--- config.mk ---
export PLATFORM = sky130hd
export DESIGN_NAME = rc4_ram
export DESIGN_NICKNAME = d
export VERILOG_FILES = /design/src/rtl/rc4_stream_cipher_unit_macros.svh /design/src/rtl/rc4_pkg.sv /design/src/rtl/rc4_ram.sv
export SDC_FILE = /design/constraint.sdc
export NUM_CORES = 2
export LEC_CHECK = 0
export BUFFER_PORTS_ARGS = -buffer_cell sky130_fd_sc_hd__buf_2
export CAP_MARGIN = 40
export CORE_ASPECT_RATIO = 1.1
export CORE_MARGIN = 1
export CORE_UTILIZATION = 67
export DETAILED_ROUTE_END_ITERATION = 10
export PLACE_DENSITY = 0.83
export SLEW_MARGIN = 20
export SYNTH_ARGS = -nofsm -noshare
export SYNTH_HDL_FRONTEND = slang
export SYNTH_SLANG_ARGS = --single-unit
--- constraint.sdc ---
create_clock -name clk_i -period 7.1 [get_ports clk_i]
set_input_delay 1.775 -clock clk_i [delete_from_list [all_inputs] [get_ports clk_i]]
set_output_delay 1.775 -clock clk_i [all_outputs]
set_load 0.005 [all_outputs]
--- src/rtl/rc4_stream_cipher_unit_macros.svh ---
// Assertion macros for the RC4 stream cipher unit.
`ifndef RC4_STREAM_CIPHER_UNIT_MACROS_SVH
`define RC4_STREAM_CIPHER_UNIT_MACROS_SVH

// Checks a property at every rising clock edge outside reset.
`define RC4_ASSERT(name, prop, msg) \
  name: assert property (@(posedge clk_i) disable iff (!rst_ni) (prop)) else $error(msg);

// Checks that a condition is followed in the next cycle by a consequence.
`define RC4_ASSERT_NEXT(name, pre, post, msg) \
  name: assert property (@(posedge clk_i) disable iff (!rst_ni) (pre) |=> (post)) \
    else $error(msg);

`endif

--- src/rtl/rc4_pkg.sv ---
// Shared types and constants of the RC4 stream cipher unit.
package rc4_pkg;

  // Permutation size and default key store depth.
  localparam int unsigned SboxDepth = 256;
  localparam int unsigned KeyStoreBytesDefault = 256;

  // Key length after reset.
  localparam logic [8:0] KeyLengthReset = 9'd16;

  // Command codes of an input request.
  typedef enum logic [1:0] {
    CMD_LOAD  = 2'd0,
    CMD_SCHED = 2'd1,
    CMD_CRYPT = 2'd2
  } rc4_cmd_e;

  // Controller states.
  typedef enum logic [3:0] {
    ST_IDLE,
    ST_INIT,
    ST_KA,
    ST_KB,
    ST_KC,
    ST_KD,
    ST_RJ,
    ST_SWI,
    ST_SWJ
  } rc4_state_e;

  // Input request payload.
  typedef struct packed {
    logic [1:0] command;
    logic [7:0] key_position;
    logic [7:0] data_byte;
    logic       end_of_message;
  } rc4_in_t;

  // Result payload.
  typedef struct packed {
    logic [7:0] out_byte;
    logic       last_out;
  } rc4_out_t;

  // Access request to a memory: one write and one read port.
  typedef struct packed {
    logic       we;
    logic [7:0] waddr;
    logic [7:0] wdata;
    logic       re;
    logic [7:0] raddr;
  } rc4_mem_req_t;

endpackage

--- src/rtl/rc4_ram.sv ---
// Byte-wide synchronous memory with one write port and one registered read port.
module rc4_ram #(
  parameter int unsigned Depth = rc4_pkg::SboxDepth
) (
  input  logic                 clk_i,
  input  rc4_pkg::rc4_mem_req_t req_i,
  output logic [7:0]           rdata_o
);

  localparam int unsigned Aw = (Depth > 1) ? $clog2(Depth) : 1;

  logic [7:0] mem [Depth];
  logic [7:0] rdata_q;

  // Write and read; a read at the written address returns the old contents.
  always_ff @(posedge clk_i) begin
    if (req_i.we) begin
      mem[req_i.waddr[Aw-1:0]] <= req_i.wdata;
    end
    if (req_i.re) begin
      rdata_q <= mem[req_i.raddr[Aw-1:0]];
    end
  end

  assign rdata_o = rdata_q;

endmodule

=== Word level (Yosys, flattened, before mapping) ===
Memory sizes are Yosys's and may differ from the RTL's. A register that Yosys moved wholly into a read port is not among the register bits.
Cells that the tools add are included.

* Memories kept: 1
* Input bits: 27
* RAM bits: 2048
* Word-level logic and storage cells: 3
* Output and inout bits: 8
* Flip-flop bits (word level): 0

{| class="wikitable"
|+ Memories
! name !! words !! width !! read ports !! clocked after memory_dff !! write ports !! RTL line !! source
|-
| mem || 256 || 8 || 1 || 1 || 1 || rc4_ram.sv:12 || <nowiki>logic [7:0] mem [Depth];</nowiki>
|}

* Muxes and demuxes: 2

{| class="wikitable"
|+ Operator list
! kind !! count
|-
| two-way mux 1 bit || 2
|}

=== Longest topological paths before layout ===
* Word-level depth: 2
* Gate-level depth with buffers: 11

=== Least setup slack after synthesis ===
Ideal clock, no wire load.

* Path type: input -> register
* Start: input port req_i[0] (netlist name)
* End: register rdata_q[2], in the netlist rdata_o[2] (read register of mem), data pin
* Required time: 6831 ps
* Stages on the path: 9
* Buffers on the path: 4
* Arrival: 3582 ps
* Slack: 3249 ps
* Setup time: 269 ps
* Cells stage by stage: buf_6 -> buf_12 -> buf_8 -> buf_2 -> mux4_2 -> a22oi_1 -> a21oi_1 -> nor4_1 -> nor4_2

{| class="wikitable"
|+ RTL lines
! element !! RTL line !! source
|-
| start, declared || rc4_ram.sv:6 || <nowiki>input rc4_pkg::rc4_mem_req_t req_i,</nowiki>
|-
| end, declared || rc4_ram.sv:13 || <nowiki>logic [7:0] rdata_q;</nowiki>
|}

==> impl_metrics.ini <==
[setup_path]
critPathArrivalTime_ns = 5.58
reg2regPathDepth = 6
cp_cell_sequence = buf_8, buf_12, buf_4, buf_4, mux4_2, a221oi_1, o221ai_1, a211oi_1, nor4_1
critPathKind = in -> reg
path_depth = 9
crit_top_cell = buf_4
cp.required_ns = 7.63
cpMaxStageDelayCell = a221oi_1
endpoint_kind = flip-flop
cp_num_buf_inv = 4
startpoint_type = primary input
critPathTopFamily = compound AO/OA/AOI/OAI gates
path_max_fanout = 48
critical_path.max_stage_delay_ns = 0.76

[global_route]
gr-total-overflow = 0
grt_usage_pct = 35.6
grt_pass1_wl_um = 298000
grt_antenna_before_repair = 12
grt_max_degree = 166
grt_pass1_vias = 42300

[logic_synthesis]
synth_cell_type_count = 54
yosys_warnings = 0
synth_ff_type = edfxtp_1
syn_inst = 3733
synthTopCellsByArea = edfxtp_1, mux4_2, mux2i_1
synthesis.area_um2 = 79600
ys_ff_latch = 2056
syn_area_per_cell_um2 = 21.3
synth_top_area_cell = edfxtp_1
synth_most_common_cell = edfxtp_1
synth_fp_nets = 3760
yosys.area.top_type_share_pct = 77.5
synth-async-reset-ratio_pct = 0
ys_seq_area_share_pct = 77.5
synth_common_cells = edfxtp_1, mux4_2, nor2_1
synth_edf_count = 2056

[timing]
rsz0062_at_grt = no
slew_violations = 0
post-route-period-util_pct = 71.1
hold_viol = 0
hold_ws_ns = 1.13
period_minus_slack_ns = 5.05
fmax_ghz = 0.198
tns_ns = 0
relSlewSlack_pct = 25.5
final.setup_skew_ns = 0.0244
setup_viol = 0
tightest_slew_ns = 1.12

[placement]
port_buffers = 34
gp_congestion = 0.893
dp_hpwl_um = 115000

[cts]
clock_latency_ns = 0.83
h-tree-depth = 4
cts_inserted_buffers = 188
cts.reportedPaths.clkPinSlew_ns = 0.07
cts_root_buffer = clkbuf_16
post_cts_resized = 0
post-cts-setup-buffer-count = 0
clock-sinks = 2056
clock_path_buffers = 3
cts_tree = built
cts-hold-fix-buffers = 0

[layout]
nFillCells = 5672
nets = 3962
syn_to_final_growth_pct = 11.3
drive_gt1_share_pct = 24.4

[routing]
via_per_inst = 7.64
wire_per_inst_um = 38.8
dr.pass1.iters = 9
vias = 43100
wl_um = 219000
drt_iter0_markers = 8312
drc_errors = 0
postRouteAntennaNets = 0

[die]
start_util_pct = 67.6
pin_count = 35
die_width_um = 331
die_h_um = 364
rows = 132
core_um2 = 118000
dieArea_um2 = 120000

[hold_path]
holdPathStages = 6
min_path_type = reg -> reg

[job]
drv_cap = 0

[run_status]
status = complete, no violations

[power_and_ir_drop]
vdd_drop_max_mv = 0.244
leakage_nw = 27.7
power_per_cell_area_nw_per_um2 = 281
power breakdown:
group          switching (mW)  internal [mW]  total, mW  leakage (nW)
combinational           0.846          0.421       1.27          6.21
sequential             0.0209           13.4       13.4          18.5
clock                    4.59           5.65       10.2          2.97
total                    5.46           19.5       24.9          27.7
sequential cells by signal (all words and copies together) (netlist names):
| name | count |
|---|---|
| rdata_o | 8 |
| mem | 2048 |
metal layers:
| layer | routed length, um | global-route usage, % | up-vias |
|---|---|---|---|
| li1 | - | - | 16100 |
| met1 | 67300 | 46.5 | 21400 |
| met2 | 105000 | 55.5 | 4591 |
| met3 | 31200 | 9.06 | 994 |
| met4 | 15600 | 19.4 | 14 |
| met5 | 121 | 0 | - |
cell families (layout without fill, tap and decap cells):
logic type	after synthesis	after routing	share of synthesized area [%]
AOI/OAI and AO/OA	385	385	3.42
buffers and inverters	235	586	1.83
DFF	2056	2056	77.5
muxes	591	591	14.6
other	0	16	0
and+or+nand+nor	466	466	2.63
stage by stage:
| step | cell area (um^2) | utilization, % | total power [mW] | cells | setup WS, ns |
|---|---|---|---|---|---|
| global route | 88600 | 75.2 | 25.3 | 5626 | 1.99 |
| finish | 88600 | 75.2 | 24.9 | 5641 | 2.05 |
| floorplan | 79600 | - | 14.3 | 3733 | 3.25 |
| CTS | 87800 | 74.6 | 24.7 | 5550 | 2.30 |
| detailed placement | 81800 | 69.4 | 14.8 | 5211 | 1.45 |
| global placement | 81300 | 69.1 | 14.8 | 5170 | 1.26 |
placed cells by master, fill, tap and decap left out, types with 13 or more instances in the layout:
master,synthesis,layout
a211oi_1,16,16
a21oi_1,96,96
a221oi_1,13,13
a22oi_1,133,133
buf_12,8,18
buf_2,31,29
buf_4,27,169
bufinv_16,0,19
clkbuf_1,111,21
clkbuf_16,0,192
clkinv_1,1,49
clkinv_2,0,36
diode_2,0,16
edfxtp_1,2056,2056
mux2i_1,134,134
mux4_2,454,454
nand2_1,33,33
nand3_1,34,32
nor2_1,282,279
nor2b_1,31,28
nor3_1,22,22
nor4_1,24,18
o221ai_1,46,46
o22ai_1,28,28
worst paths after layout:
check | endpoint | startpoint | slack [ns]
hold reg to reg | rdata_o[5] | mem[33][5] | 1.13
hold / removal | rdata_o[5] | mem[33][5] | 1.13
setup reg to reg | rdata_o[3] | mem[24][3] | 4.01
setup / recovery | rdata_o[3] | req_i[0] | 2.05
tightest hold or removal path, delay by kind of cell (launching register included):
kind	cells	cell delay, ns
flip-flops	1	0.33
AO/OA/AOI/OAI	3	0.32
AND/OR/NAND/NOR	2	0.26
multiplexers	1	0.07
final cells by class:
| cell class | count | area (um^2) | area share (%) |
|---|---|---|---|
| Sequential cell | 2056 | 61700 | 69.7 |
| Timing Repair Buffer | 245 | 2290 | 2.58 |
| Clock buffer | 213 | 4880 | 5.51 |
| Clock inverter | 126 | 1200 | 1.35 |
| Tap cell | 1541 | 1930 | 2.18 |
| Inverter | 2 | 7.51 | 0.00847 |
| Antenna cell | 16 | 40.0 | 0.0452 |
| Multi-Input combinational cell | 1442 | 16500 | 18.6 |
Note: power is estimated with default switching activity, not from simulation.
