**src/rtl/rc4_stream_cipher_unit_macros.svh**
```systemverilog
// Assertion macros for the RC4 stream cipher unit.
`ifndef RC4_STREAM_CIPHER_UNIT_MACROS_SVH
`define RC4_STREAM_CIPHER_UNIT_MACROS_SVH

// Checks a property at every rising clock edge outside reset.
`define RC4_ASSERT(name, prop, msg) \
  name: assert property (@(posedge clk_i) disable iff (!rst_ni) (prop)) else $error(msg);

// Checks that a condition is followed in the next cycle by a consequence.
`define RC4_ASSERT_NEXT(name, pre, post, msg) \
  name: assert property (@(posedge clk_i) disable iff (!rst_ni) (pre) |=> (post)) \
    else $error(msg);

`endif

```
**src/rtl/rc4_pkg.sv**
```systemverilog
// Shared types and constants of the RC4 stream cipher unit.
package rc4_pkg;

  // Permutation size and default key store depth.
  localparam int unsigned SboxDepth = 256;
  localparam int unsigned KeyStoreBytesDefault = 256;

  // Key length after reset.
  localparam logic [8:0] KeyLengthReset = 9'd16;

  // Command codes of an input request.
  typedef enum logic [1:0] {
    CMD_LOAD  = 2'd0,
    CMD_SCHED = 2'd1,
    CMD_CRYPT = 2'd2
  } rc4_cmd_e;

  // Controller states.
  typedef enum logic [3:0] {
    ST_IDLE,
    ST_INIT,
    ST_KA,
    ST_KB,
    ST_KC,
    ST_KD,
    ST_RJ,
    ST_SWI,
    ST_SWJ
  } rc4_state_e;

  // Input request payload.
  typedef struct packed {
    logic [1:0] command;
    logic [7:0] key_position;
    logic [7:0] data_byte;
    logic       end_of_message;
  } rc4_in_t;

  // Result payload.
  typedef struct packed {
    logic [7:0] out_byte;
    logic       last_out;
  } rc4_out_t;

  // Access request to a memory: one write and one read port.
  typedef struct packed {
    logic       we;
    logic [7:0] waddr;
    logic [7:0] wdata;
    logic       re;
    logic [7:0] raddr;
  } rc4_mem_req_t;

endpackage

```
**src/rtl/rc4_ctrl.sv**
```systemverilog
// Sequencer of the RC4 unit: key loading, key schedule and keystream steps.
module rc4_ctrl #(
  parameter int unsigned KeyStoreBytes = rc4_pkg::KeyStoreBytesDefault
) (
  input  logic                  clk_i,
  input  logic                  rst_ni,
  input  logic                  in_valid_i,
  output logic                  in_stall_o,
  input  rc4_pkg::rc4_in_t      in_data_i,
  input  logic [8:0]            key_len_i,
  input  logic                  res_ready_i,
  output logic                  res_valid_o,
  output rc4_pkg::rc4_out_t     res_data_o,
  output rc4_pkg::rc4_mem_req_t sbox_req_o,
  input  logic [7:0]            sbox_rdata_i,
  output rc4_pkg::rc4_mem_req_t key_req_o,
  input  logic [7:0]            key_rdata_i
);

  localparam int unsigned KeyAw = (KeyStoreBytes > 1) ? $clog2(KeyStoreBytes) : 1;
  localparam logic [8:0] KeyStoreLimit = 9'(KeyStoreBytes);

  rc4_pkg::rc4_state_e state_q, state_d;
  logic [7:0]       i_q, j_q;
  logic [KeyAw-1:0] k_q;
  logic             sched_q;
  logic [7:0]       si_q, sj_q, data_q;
  logic             eom_q, hit_i_q, hit_j_q;

  logic       accept;
  logic [7:0] j_ksa, j_prga, t_sum, ks;
  logic [8:0] k_inc;

  assign accept = in_valid_i && (state_q == rc4_pkg::ST_IDLE);
  assign in_stall_o = (state_q != rc4_pkg::ST_IDLE);

  // Index arithmetic: the j and t sums are modulo 256, the key counter step is 9 bits wide.
  assign j_ksa  = j_q + sbox_rdata_i + key_rdata_i;
  assign j_prga = j_q + sbox_rdata_i;
  assign t_sum  = si_q + sbox_rdata_i;
  assign k_inc  = 9'(k_q) + 9'd1;

  // Keystream byte, forwarded where it hits an entry just swapped.
  assign ks = hit_j_q ? si_q : (hit_i_q ? sj_q : sbox_rdata_i);

  // Next state.
  always_comb begin
    state_d = state_q;
    case (state_q)
      rc4_pkg::ST_IDLE: begin
        if (accept) begin
          case (rc4_pkg::rc4_cmd_e'(in_data_i.command))
            rc4_pkg::CMD_SCHED: state_d = rc4_pkg::ST_INIT;
            rc4_pkg::CMD_CRYPT: begin
              if (sched_q) state_d = rc4_pkg::ST_RJ;
            end
            default: state_d = rc4_pkg::ST_IDLE;
          endcase
        end
      end
      rc4_pkg::ST_INIT: begin
        if (i_q == 8'hFF) state_d = rc4_pkg::ST_KA;
      end
      rc4_pkg::ST_KA: state_d = rc4_pkg::ST_KB;
      rc4_pkg::ST_KB: state_d = rc4_pkg::ST_KC;
      rc4_pkg::ST_KC: state_d = rc4_pkg::ST_KD;
      rc4_pkg::ST_KD: begin
        state_d = (i_q == 8'hFF) ? rc4_pkg::ST_IDLE : rc4_pkg::ST_KA;
      end
      rc4_pkg::ST_RJ:  state_d = rc4_pkg::ST_SWI;
      rc4_pkg::ST_SWI: state_d = rc4_pkg::ST_SWJ;
      rc4_pkg::ST_SWJ: begin
        if (res_ready_i) state_d = rc4_pkg::ST_IDLE;
      end
      default: state_d = rc4_pkg::ST_IDLE;
    endcase
  end

  // Memory requests and result for each state.
  always_comb begin
    sbox_req_o  = '0;
    key_req_o   = '0;
    res_valid_o = 1'b0;
    case (state_q)
      rc4_pkg::ST_IDLE: begin
        if (accept) begin
          case (rc4_pkg::rc4_cmd_e'(in_data_i.command))
            rc4_pkg::CMD_LOAD: begin
              key_req_o.we    = (9'(in_data_i.key_position) < KeyStoreLimit);
              key_req_o.waddr = in_data_i.key_position;
              key_req_o.wdata = in_data_i.data_byte;
            end
            rc4_pkg::CMD_CRYPT: begin
              sbox_req_o.re    = sched_q;
              sbox_req_o.raddr = i_q + 8'd1;
            end
            default: ;
          endcase
        end
      end
      // Identity fill, one entry a cycle.
      rc4_pkg::ST_INIT: begin
        sbox_req_o.we    = 1'b1;
        sbox_req_o.waddr = i_q;
        sbox_req_o.wdata = i_q;
      end
      rc4_pkg::ST_KA: begin
        sbox_req_o.re   = 1'b1;
        sbox_req_o.raddr = i_q;
        key_req_o.re    = 1'b1;
        key_req_o.raddr = 8'(k_q);
      end
      rc4_pkg::ST_KB: begin
        sbox_req_o.re    = 1'b1;
        sbox_req_o.raddr = j_ksa;
      end
      rc4_pkg::ST_KC: begin
        sbox_req_o.we    = 1'b1;
        sbox_req_o.waddr = i_q;
        sbox_req_o.wdata = sbox_rdata_i;
      end
      rc4_pkg::ST_KD: begin
        sbox_req_o.we    = 1'b1;
        sbox_req_o.waddr = j_q;
        sbox_req_o.wdata = si_q;
      end
      rc4_pkg::ST_RJ: begin
        sbox_req_o.re    = 1'b1;
        sbox_req_o.raddr = j_prga;
      end
      // First half of the swap, with the keystream read issued alongside.
      rc4_pkg::ST_SWI: begin
        sbox_req_o.we    = 1'b1;
        sbox_req_o.waddr = i_q;
        sbox_req_o.wdata = sbox_rdata_i;
        sbox_req_o.re    = 1'b1;
        sbox_req_o.raddr = t_sum;
      end
      // Second half of the swap; repeating it while the result waits is harmless.
      rc4_pkg::ST_SWJ: begin
        sbox_req_o.we    = 1'b1;
        sbox_req_o.waddr = j_q;
        sbox_req_o.wdata = si_q;
        res_valid_o      = 1'b1;
      end
      default: ;
    endcase
  end

  assign res_data_o.out_byte = data_q ^ ks;
  assign res_data_o.last_out = eom_q;

  // Control state: state, indices, key counter and schedule flag.
  always_ff @(posedge clk_i or negedge rst_ni) begin
    if (!rst_ni) begin
      state_q <= rc4_pkg::ST_IDLE;
      i_q     <= '0;
      j_q     <= '0;
      k_q     <= '0;
      sched_q <= 1'b0;
    end else begin
      state_q <= state_d;
      case (state_q)
        rc4_pkg::ST_IDLE: begin
          if (accept) begin
            case (rc4_pkg::rc4_cmd_e'(in_data_i.command))
              rc4_pkg::CMD_SCHED: begin
                i_q <= '0;
                j_q <= '0;
                k_q <= '0;
              end
              rc4_pkg::CMD_CRYPT: begin
                if (sched_q) i_q <= i_q + 8'd1;
              end
              default: ;
            endcase
          end
        end
        rc4_pkg::ST_INIT: i_q <= i_q + 8'd1;
        rc4_pkg::ST_KB:   j_q <= j_ksa;
        rc4_pkg::ST_KD: begin
          i_q <= i_q + 8'd1;
          k_q <= (k_inc == key_len_i) ? '0 : k_inc[KeyAw-1:0];
          if (i_q == 8'hFF) begin
            j_q     <= '0;
            sched_q <= 1'b1;
          end
        end
        rc4_pkg::ST_RJ: j_q <= j_prga;
        default: ;
      endcase
    end
  end

  // Payload registers.
  always_ff @(posedge clk_i) begin
    if (accept) begin
      data_q <= in_data_i.data_byte;
      eom_q  <= in_data_i.end_of_message;
    end
    if (state_q == rc4_pkg::ST_KB || state_q == rc4_pkg::ST_RJ) begin
      si_q <= sbox_rdata_i;
    end
    if (state_q == rc4_pkg::ST_SWI) begin
      sj_q    <= sbox_rdata_i;
      hit_i_q <= (t_sum == i_q);
      hit_j_q <= (t_sum == j_q);
    end
  end

endmodule

```
**config.mk**
```make
export PLATFORM = sky130hd
export DESIGN_NAME = rc4_ctrl
export DESIGN_NICKNAME = d
export VERILOG_FILES = /design/src/rtl/rc4_stream_cipher_unit_macros.svh /design/src/rtl/rc4_pkg.sv /design/src/rtl/rc4_ctrl.sv
export SDC_FILE = /design/constraint.sdc
export NUM_CORES = 1
export LEC_CHECK = 0
export ABC_CLOCK_PERIOD_IN_PS = 7500
export BUFFER_PORTS_ARGS = -buffer_cell sky130_fd_sc_hd__buf_4
export CORE_MARGIN = 5
export CORE_UTILIZATION = 55
export DETAILED_ROUTE_END_ITERATION = 10
export PLACE_DENSITY = 0.85
export SETUP_SLACK_MARGIN = 0.1
export SLEW_MARGIN = 15
export SYNTH_ARGS = -nofsm -noshare
export SYNTH_HDL_FRONTEND = slang
export SYNTH_SLANG_ARGS = --single-unit
```
**constraint.sdc**
```tcl
create_clock -name clk_i -period 7.5 [get_ports clk_i]
set_input_delay 1.5 -clock clk_i [delete_from_list [all_inputs] [get_ports clk_i]]
set_output_delay 1.5 -clock clk_i [all_outputs]
set_load 0.03 [all_outputs]
```
Yosys cells after proc, flatten, opt, wreduce, memory -nomap -nowiden
Cells that the tools add are included.
{ "classes": {"bitwise": 1, "n_reduce_logical": 16, "n_addsub": 5, "eq_ne": 21, "muxes": 28} }
{ "op_table": {"columns": ["cell", "n"], "rows": [
  ["$mux 8", 8],
  ["$mux 17", 3],
  ["$pmux 17 s3", 1],
  ["$pmux 8 s2", 3],
  ["$pmux 9 s5", 1],
  ["$pmux 4 s9", 1],
  ["$pmux 8 s4", 1],
  ["$mux 9", 3],
  ["$add 8x8->8", 3],
  ["$eq 4x3->1 const B", 4],
  ["$eq 8x8->1", 2],
  ["$mux 4", 4],
  ["$reduce_and 4->1", 3],
  ["$add 8x1->9 const B", 1],
  ["$eq 9x9->1", 1],
  ["$add 8x1->8 const B", 1],
  ["$eq 4x2->1 const B", 2],
  ["$eq 8x8->1 const B", 1],
  ["$ne 2x2->1 const B", 4],
  ["$pmux 4 s2", 1],
  ["$reduce_bool 4->1", 2],
  ["$xor 8x8->8", 1],
  ["$reduce_or 2->1", 3],
  ["$eq 4x1->1 const B", 1],
  ["other kinds (15)", 16]
]} }
{ "totals": {"regBits": 56, "wordCells": 82} }

Longest topological paths before layout
Gate-level depths: netlist of the first run.
{ "depth": {"word_depth": 5, "ltp_mapped": 15, "ltp_nobuf": 15} }

Worst setup path after synthesis of the first run
OpenSTA, ideal clock, no wires.
{ "synth_timing": {"path_kind": "input to output", "startpoint": "in sbox_rdata_i[0]", "endpoint": "out sbox_req_o[7] in the netlist's numbering", "path_slack_ns": 1.836, "stages": 14, "required_ns": 6.000, "path_buffers": 0, "arrival_ns": 4.164, "path_cell_list": "ha_1 > fa_1 > a21o_1 > a21oi_1 > nor2b_1 > nor2_1 > o21ai_0 > xor2_1 > ha_1 > or3_1 > o211a_1 > and2_1 > mux2i_1 > nand2_1"} }
{ "synth_rtl": {"columns": ["element", "line_no", "text"], "rows": [
  ["from (decl)", "rc4_ctrl.sv:15", "input logic [7:0] sbox_rdata_i,"],
  ["to (decl)", "rc4_ctrl.sv:14", "output rc4_pkg::rc4_mem_req_t sbox_req_o,"]
]} }

==> out/qor.yml, run 1 <==
rsz0062_at_grt: "false"
start_util: 0.5674
setup_viol: 0
critical-path-max-stage-delay_ns: 0.41
use_met3: 0.04501
h-tree-depth: 2
grt_pass1_vias: 4882
drive_gt1_frac: 0.1994
cts_buffers: 5
max_freq_ghz: 0.1629
die_w_um: 105.1
dr.pass1.iters: 7
regToRegStartpoint: "j_q[0]"
postRouteAntennaNets: 0
hp-start: "sched_q"
end_kind: "output pin"
seq_area_frac_synth: 0.3090
cp.required_ns: 6.00
slowest_stage: "fa_1"
port_buffers: 110
synthTopCellsByCount: "84 x nand2_1, 49 x nor2_1, 48 x o21ai_0"
synth_fp_nets: 689
root_buffer: "clkbuf_8"
cts_hold_buf: 0
met2_usage: 0.4523
top_usage_layer: "met2"
met1_usage: 0.3588
ys_warn_count: 0
multi_input_area_um2: 3227
crit_chain: "buf_4 -> ha_1 -> fa_1 -> a21o_1 -> a21oi_1 -> nor2b_1 -> nor2_1 -> o21ai_0 -> xor2_1 -> ha_1 -> or3_1 -> o211a_1 -> and2_1 -> mux2i_1 -> nand2_1 -> buf_4"
grt_max_degree: 30
grt_overflow_total: 0
antenna_found_initial: 0
synth_ff_type: "dfrtp_1"
vias_per_cell: 6.320
clockBufferDepth: 2
ir_drop_uv: 243.2
fillers: 729
cp_top_family: "adder cells"
pwr_density_cell_nw_per_um2: 342.9
hold_path_class: "reg2reg"
drc_errors: 0
coreArea_um2: 8763
cts.clk_slew.worst_paths_ns: 0.12
pin_count: 111
syn_to_final_growth_pct: 18.65
n_antenna_cell: 0
drv_cap: 0
synth-async-reset-ratio: 0.5179
fin_crit_sh: 0.8185
postCtsSetupRepairBufs: 0
synthDistinctLibCells: 61
netlist_instances: 614
dp.cells: 797
place_hpwl_mm: 11.67
cts_tree: "done"
status: "complete, no violations"
cts_num_sinks: 56
clk_latency_ns: 0.32
placementRows: 34
die_y_um: 105.1
grt_pass1_wl_mm: 24.80
crit_path_start_kind: "input pin"
ctsResizeCount: 0
wl_per_cell_um: 19.21
synth_edf_count: 27
syn_area_per_cell_um2: 8.098
wirelength_mm: 15.46
finalSetupTns_ns: 0
synthTopCellsByArea: "edfxtp_1 16%, dfrtp_1 15%, nand2_1 6.3%"
worst_pin_slew_ns: 1.021
slew_headroom: 0.3178
fin_cells: 805
drtIter0Drc: 565
vias: 5088
hold_viol: 0
static-leakage-power_nw: 2.616
grt_util_all_layers: 0.2719
final_nets: 771
finClkSkew_ns: 0.02111
synth_top_area_share: 0.1631
arrival_ns: 4.64
critPathBufInv: 2
period_needed_ns: 6.139
final_max_slew_viol_count: 0
register_area_um2: 1536
die_area_um2: 11040
yosysTopAreaCell: "edfxtp_1"
synth-seq-cells: 56
path_max_fanout: 6
critical_path_class: "in2out"
gp_congestion: 0.9792
synth_area_um2: 4972
synth_most_common_cell: "nand2_1"
startpoint: "sbox_rdata_i[0]"
==> registers in the layout (all words and copies together) (netlist names), 4 cells and up <==
name,cells
si_q,8
i_q,8
data_q,8
j_q,8
k_q,8
sj_q,8
state_q,4
==> power breakdown <==
| group | internal (mW) | switching, mW |
|---|---|---|
| logic | 0.506 | 0.777 |
| clock network | 0.0691 | 0.115 |
| registers | 0.401 | 0.155 |
==> per-stage QoR <==
stage	util	total power, mW	worst slack, ns	cell area, um^2	hold WS (ns)
final	0.6732	2.023	1.362	5899	0.5610
after global routing	0.6732	2.160	1.213	5899	0.5765
after CTS	0.6726	1.997	1.418	5894	0.5607
after detailed placement	0.6616	1.808	1.438	5798	0.5283
after global placement	0.6616	1.764	1.513	5798	0.5046
after floorplan	-	1.436	1.836	4972	0.4838
==> layer usage <==
metal	part of all wire	wire length, um
met1	0.39	6019
met2	0.49	7613
met3	0.092	1420
met4	0.026	408
met5	0	0
==> cell families after synthesis <==
group,Yosys count,synth area share
muxes,19,0.04026
xor gates and xnor gates,50,0.08807
buffers and inverters,53,0.04303
and+or+nand+nor,240,0.2330
AOI/OAI and AO/OA,169,0.2141
DFF,56,0.3090
adders and majority gates,27,0.07247
==> worst reg2reg max path: stages, from the launching register on <==
cell	delay, ns
dfrtp_1	0.49
ha_1	0.26
fa_1	0.41
a21o_1	0.18
a21oi_1	0.24
nor2b_1	0.08
nor2_1	0.16
o21ai_0	0.12
xor2_1	0.16
ha_1	0.24
or3_1	0.37
o211a_1	0.22
and2_1	0.15
mux2i_1	0.17
nand2_1	0.08
==> layout make-up <==
| class | count | share of cell area |
|---|---|---|
| clock buffer | 5 | 0.01166 |
| clock inverter | 3 | 0.004666 |
| inverter | 15 | 0.009544 |
| multi-input combinational | 505 | 0.5470 |
| sequential | 56 | 0.2604 |
| tap | 108 | 0.02291 |
| timing repair buffer | 113 | 0.1438 |
==> worst paths after layout <==
path / endpoint / slack, ns / depth (start not counted)
setup / recovery: sbox_req_o[7] / 1.36 / 16
hold / removal: sched_q / 0.56 / 1
setup reg to reg: j_q[7] / 4.06 / 14
hold reg to reg: sched_q / 0.56 / 1
max in group asynchronous: j_q[2] / 6.09 / 1
min in group asynchronous: k_q[2] / 1.09 / 1
==> cell usage in the layout (no fill, tap or decap), drive strengths merged, types with 6 or more instances in the layout <==
cell	instances
xor2	26
edfxtp	27
inv	16
buf	113
nor2	49
a22oi	21
mux2i	11
o31ai	6
nand3	23
ha	24
nand2b	9
nand2	85
o211ai	8
nor3	11
dfrtp	29
mux2	8
xnor2	24
a21oi	40
and2	24
o21ai	59
nor2b	9
Note: power is estimated with default switching activity, not from simulation.
==> run 2, diff against run 1 <==
--- a/config.mk
+++ b/config.mk
@@ -5,7 +5,8 @@
 export SDC_FILE = /design/constraint.sdc
 export NUM_CORES = 1
 export LEC_CHECK = 0
-export ABC_CLOCK_PERIOD_IN_PS = 7500
+export ABC_AREA = 1
+export ABC_CLOCK_PERIOD_IN_PS = 5800
 export BUFFER_PORTS_ARGS = -buffer_cell sky130_fd_sc_hd__buf_4
 export CORE_MARGIN = 5
 export CORE_UTILIZATION = 55
==> constraint.sdc (replaced) <==
create_clock -name clk_i -period 5.8 [get_ports clk_i]
set_input_delay 1.16 -clock clk_i [delete_from_list [all_inputs] [get_ports clk_i]]
set_output_delay 1.16 -clock clk_i [all_outputs]
set_load 0.03 [all_outputs]
==> run 2 against run 1 <==
Against the previous run: critical path depth unchanged; via count fell by 1.8%; area after synthesis fell by 4.5%; core utilization rose by 2.1 points; count of clock-buffer cells in the layout unchanged; hold slack got worse by 0.035 ns; combinational power about the same; clock power increased by 19%; setup slack lost 0.47 ns; die area is 4.1% lower; power is 1.1% higher.
==> out/qor.yml, run 2 <==
synthTopCellsByCount: "198 x nand2_1, 86 x inv_1, 63 x nand3_1"
max_freq_ghz: 0.2039
finClkSkew_ns: 0.005369  # -0.01574 ns
syn_to_final_growth_pct: 21.40
synthDistinctLibCells: 41  # -33%
static-leakage-power_nw: 2.929  # +12%
end_kind: "output pin"
die_w_um: 102.9  # -2.1%
ys_warn_count: 0  # unchanged
synth-async-reset-ratio: 0.5179  # unchanged
grt_util_all_layers: 0.2603  # -0.01157
seqPwrFrac: 0.275  # about the same
grt_pass1_wl_mm: 21.90  # -12%
antenna_found_initial: 0  # unchanged
arrival_ns: 3.74  # -0.90 ns
synth_most_common_cell: "nand2_1"
path_max_fanout: 6  # unchanged
postCtsSetupRepairBufs: 0  # unchanged
finalSetupTns_ns: 0  # unchanged
r2r_cells: 14  # unchanged
clockBufferDepth: 2  # unchanged
vias: 4994  # -1.8%
postRouteAntennaNets: 0  # unchanged
final_nets: 861  # +12%
synth_area_um2: 4748  # -4.5%
wl_per_cell_um: 15.58  # -19%
grt_overflow_total: 0  # unchanged
synthTopCellsByArea: "edfxtp_1 17%, nand2_1 16%, dfrtp_1 15%"
power_switching_mw: 1.035  # -1.1%
slew_headroom: 0.3865  # +0.06868
final_cell_mix: "198 x nand2_1, 111 x buf_4, 86 x inv_1, 63 x nand3_1, 57 x nor2_1"
status: "complete, no violations"
coreArea_um2: 8299  # -5.3%
syn_area_per_cell_um2: 7.024  # -13%
drc_errors: 0  # unchanged
synth_ff_type: "dfrtp_1"
p_clk_frac: 0.107  # +0.016
r2r_setup_slack_ns: 3.01  # -1.05 ns
h-tree-depth: 2  # unchanged
vias_per_cell: 5.599  # -11%
ir_drop_uv: 265.6  # +9.2%
grt_pass1_vias: 4699  # -3.7%
period_needed_ns: 4.904
pin_count: 111  # unchanged
drv_cap: 0  # unchanged
place_hpwl_mm: 11.28  # -3.3%
synth-seq-cells: 56  # unchanged
critical_path_class: "in2out"
wirelength_mm: 13.90  # -10%
n_antenna_cell: 0  # unchanged
intPower_mw: 1.010  # +3.4%
cp.required_ns: 4.64  # -1.36 ns
setup_viol: 0  # unchanged
cts_tree: "done"
final_util: 0.6946  # +0.02137
final_common_cell: "nand2_1"
fin_crit_sh: 0.8455
cts_num_sinks: 56  # unchanged
cts_hold_buf: 0  # unchanged
grt_max_degree: 30  # unchanged
rsz0062_at_grt: "false"
synth_edf_count: 27  # unchanged
placementRows: 33  # -2.9%
synth_top_area_share: 0.1708  # +0.007691
dr.pass1.iters: 5  # -2
start_util: 0.5721  # +0.004749
hold_path_class: "reg2reg"
cts.clk_slew.worst_paths_ns: 0.10  # -0.02 ns
hold_depth: 2  # +1
root_buffer: "clkbuf_8"
final_max_slew_viol_count: 0  # unchanged
cts_buffers: 5  # unchanged
ctsResizeCount: 0  # unchanged
die_y_um: 102.9  # -2.1%
p_comb_frac: 0.618  # -0.016
die_area_um2: 10590  # -4.1%
yosysTopAreaCell: "edfxtp_1"
crit_path_start_kind: "input pin"
drtIter0Drc: 383  # -32%
hold_viol: 0  # unchanged
seq_area_frac_synth: 0.3236  # +0.01458
drive_gt1_frac: 0.2135  # +0.01404
pwr_density_cell_nw_per_um2: 354.8  # +3.5%
worst_pin_slew_ns: 0.9169  # -0.1042 ns
clk_latency_ns: 0.31  # about the same
netlist_instances: 676  # +10%
synth_fp_nets: 751  # +9.0%
port_buffers: 110  # unchanged
p_sw_frac: 0.5062  # -0.01114
gp_congestion: 0.9377  # -4.2%
## run 2: cell types whose count changed after synthesis, moves of 19 or more
cell | before | now
nand2_1 | 84 | 198
inv_2 | 0 | 19
clkbuf_1 | 29 | 3
a22oi_1 | 21 | 0
and2_1 | 24 | 0
o21ai_0 | 48 | 13
inv_1 | 15 | 86
nand3_1 | 23 | 63
## run 2: path summary, 6_finish.rpt
| check | to | startpoint |
|---|---|---|
| min | sched_q | sched_q |
| max in group asynchronous | i_q[6] | rst_ni |
| max reg2reg | j_q[5] | j_q[0] |
| max | sbox_req_o[5] | sbox_rdata_i[0] |
| min in group asynchronous | state_q[3] | rst_ni |
| min reg2reg | sched_q | sched_q |
## run 2: layout make-up
cell class                      instances  area, um^2
Sequential cell                        56        1536
Inverter                              106       397.9
Multi-Input combinational cell        506        2775
Tap cell                              105       131.4
Timing Repair Buffer                  111       833.3
Clock inverter                          3       21.27
Clock buffer                            5       68.82
Fill cell                             680        2535
## run 2: metrics by stage
stage / instance area [um^2] / hold slack, ns / worst slack (ns) / std cells / power [mW]
final: 5764 / 0.5260 / 0.8961 / 892 / 2.045
after global routing: 5764 / 0.5802 / 0.6853 / 892 / 2.184
after detailed placement: 5674 / 0.4984 / 0.8986 / 884 / 1.807
after global placement: 5674 / 0.4947 / 1.056 / 884 / 1.765
after floorplan: 4748 / 0.4577 / 1.355 / 676 / 1.445
after CTS: 5764 / 0.5268 / 0.9033 / 892 / 2.026
## run 2: power by group through the flow
stage | clock network, mW | registers [mW] | logic, mW
2_1_floorplan | 0 | 0.543 | 0.901
3_3_place_gp | 0 | 0.566 | 1.20
3_5_place_dp | 0 | 0.568 | 1.24
4_1_cts | 0.222 | 0.559 | 1.25
5_1_grt | 0.237 | 0.570 | 1.38
6_report | 0.219 | 0.563 | 1.26
## run 2: cell families after synthesis
| group | after synthesis | synth area share |
|---|---|---|
| buffers and inverters | 114 | 0.09196 |
| AND/OR/NAND/NOR | 361 | 0.3412 |
| XOR/XNOR | 29 | 0.05349 |
| flip-flops | 56 | 0.3236 |
| AO/OA/AOI/OAI | 89 | 0.1138 |
| adder cells (fa/ha/maj) | 27 | 0.07589 |
## run 2: critical path, stage by stage
cell	delay (ns)
buf_4	0.14
ha_1	0.23
fa_1	0.42
a31oi_1	0.20
nand2_1	0.07
nand2_1	0.08
inv_1	0.06
ha_1	0.31
a21oi_1	0.18
o21ai_0	0.17
or2_2	0.30
nand2_1	0.07
nand2_1	0.05
inv_1	0.08
nand2_1	0.05
buf_4	0.17
## run 2: routing by layer
metal / up-vias / GRT usage / wire length, um
li1: 2418 / - / -
met2: 258 / 0.4371 / 6578
met3: 32 / 0.04465 / 1354
met4: 0 / 0.06574 / 314
met1: 2286 / 0.3500 / 5650
met5: - / 0 / 0
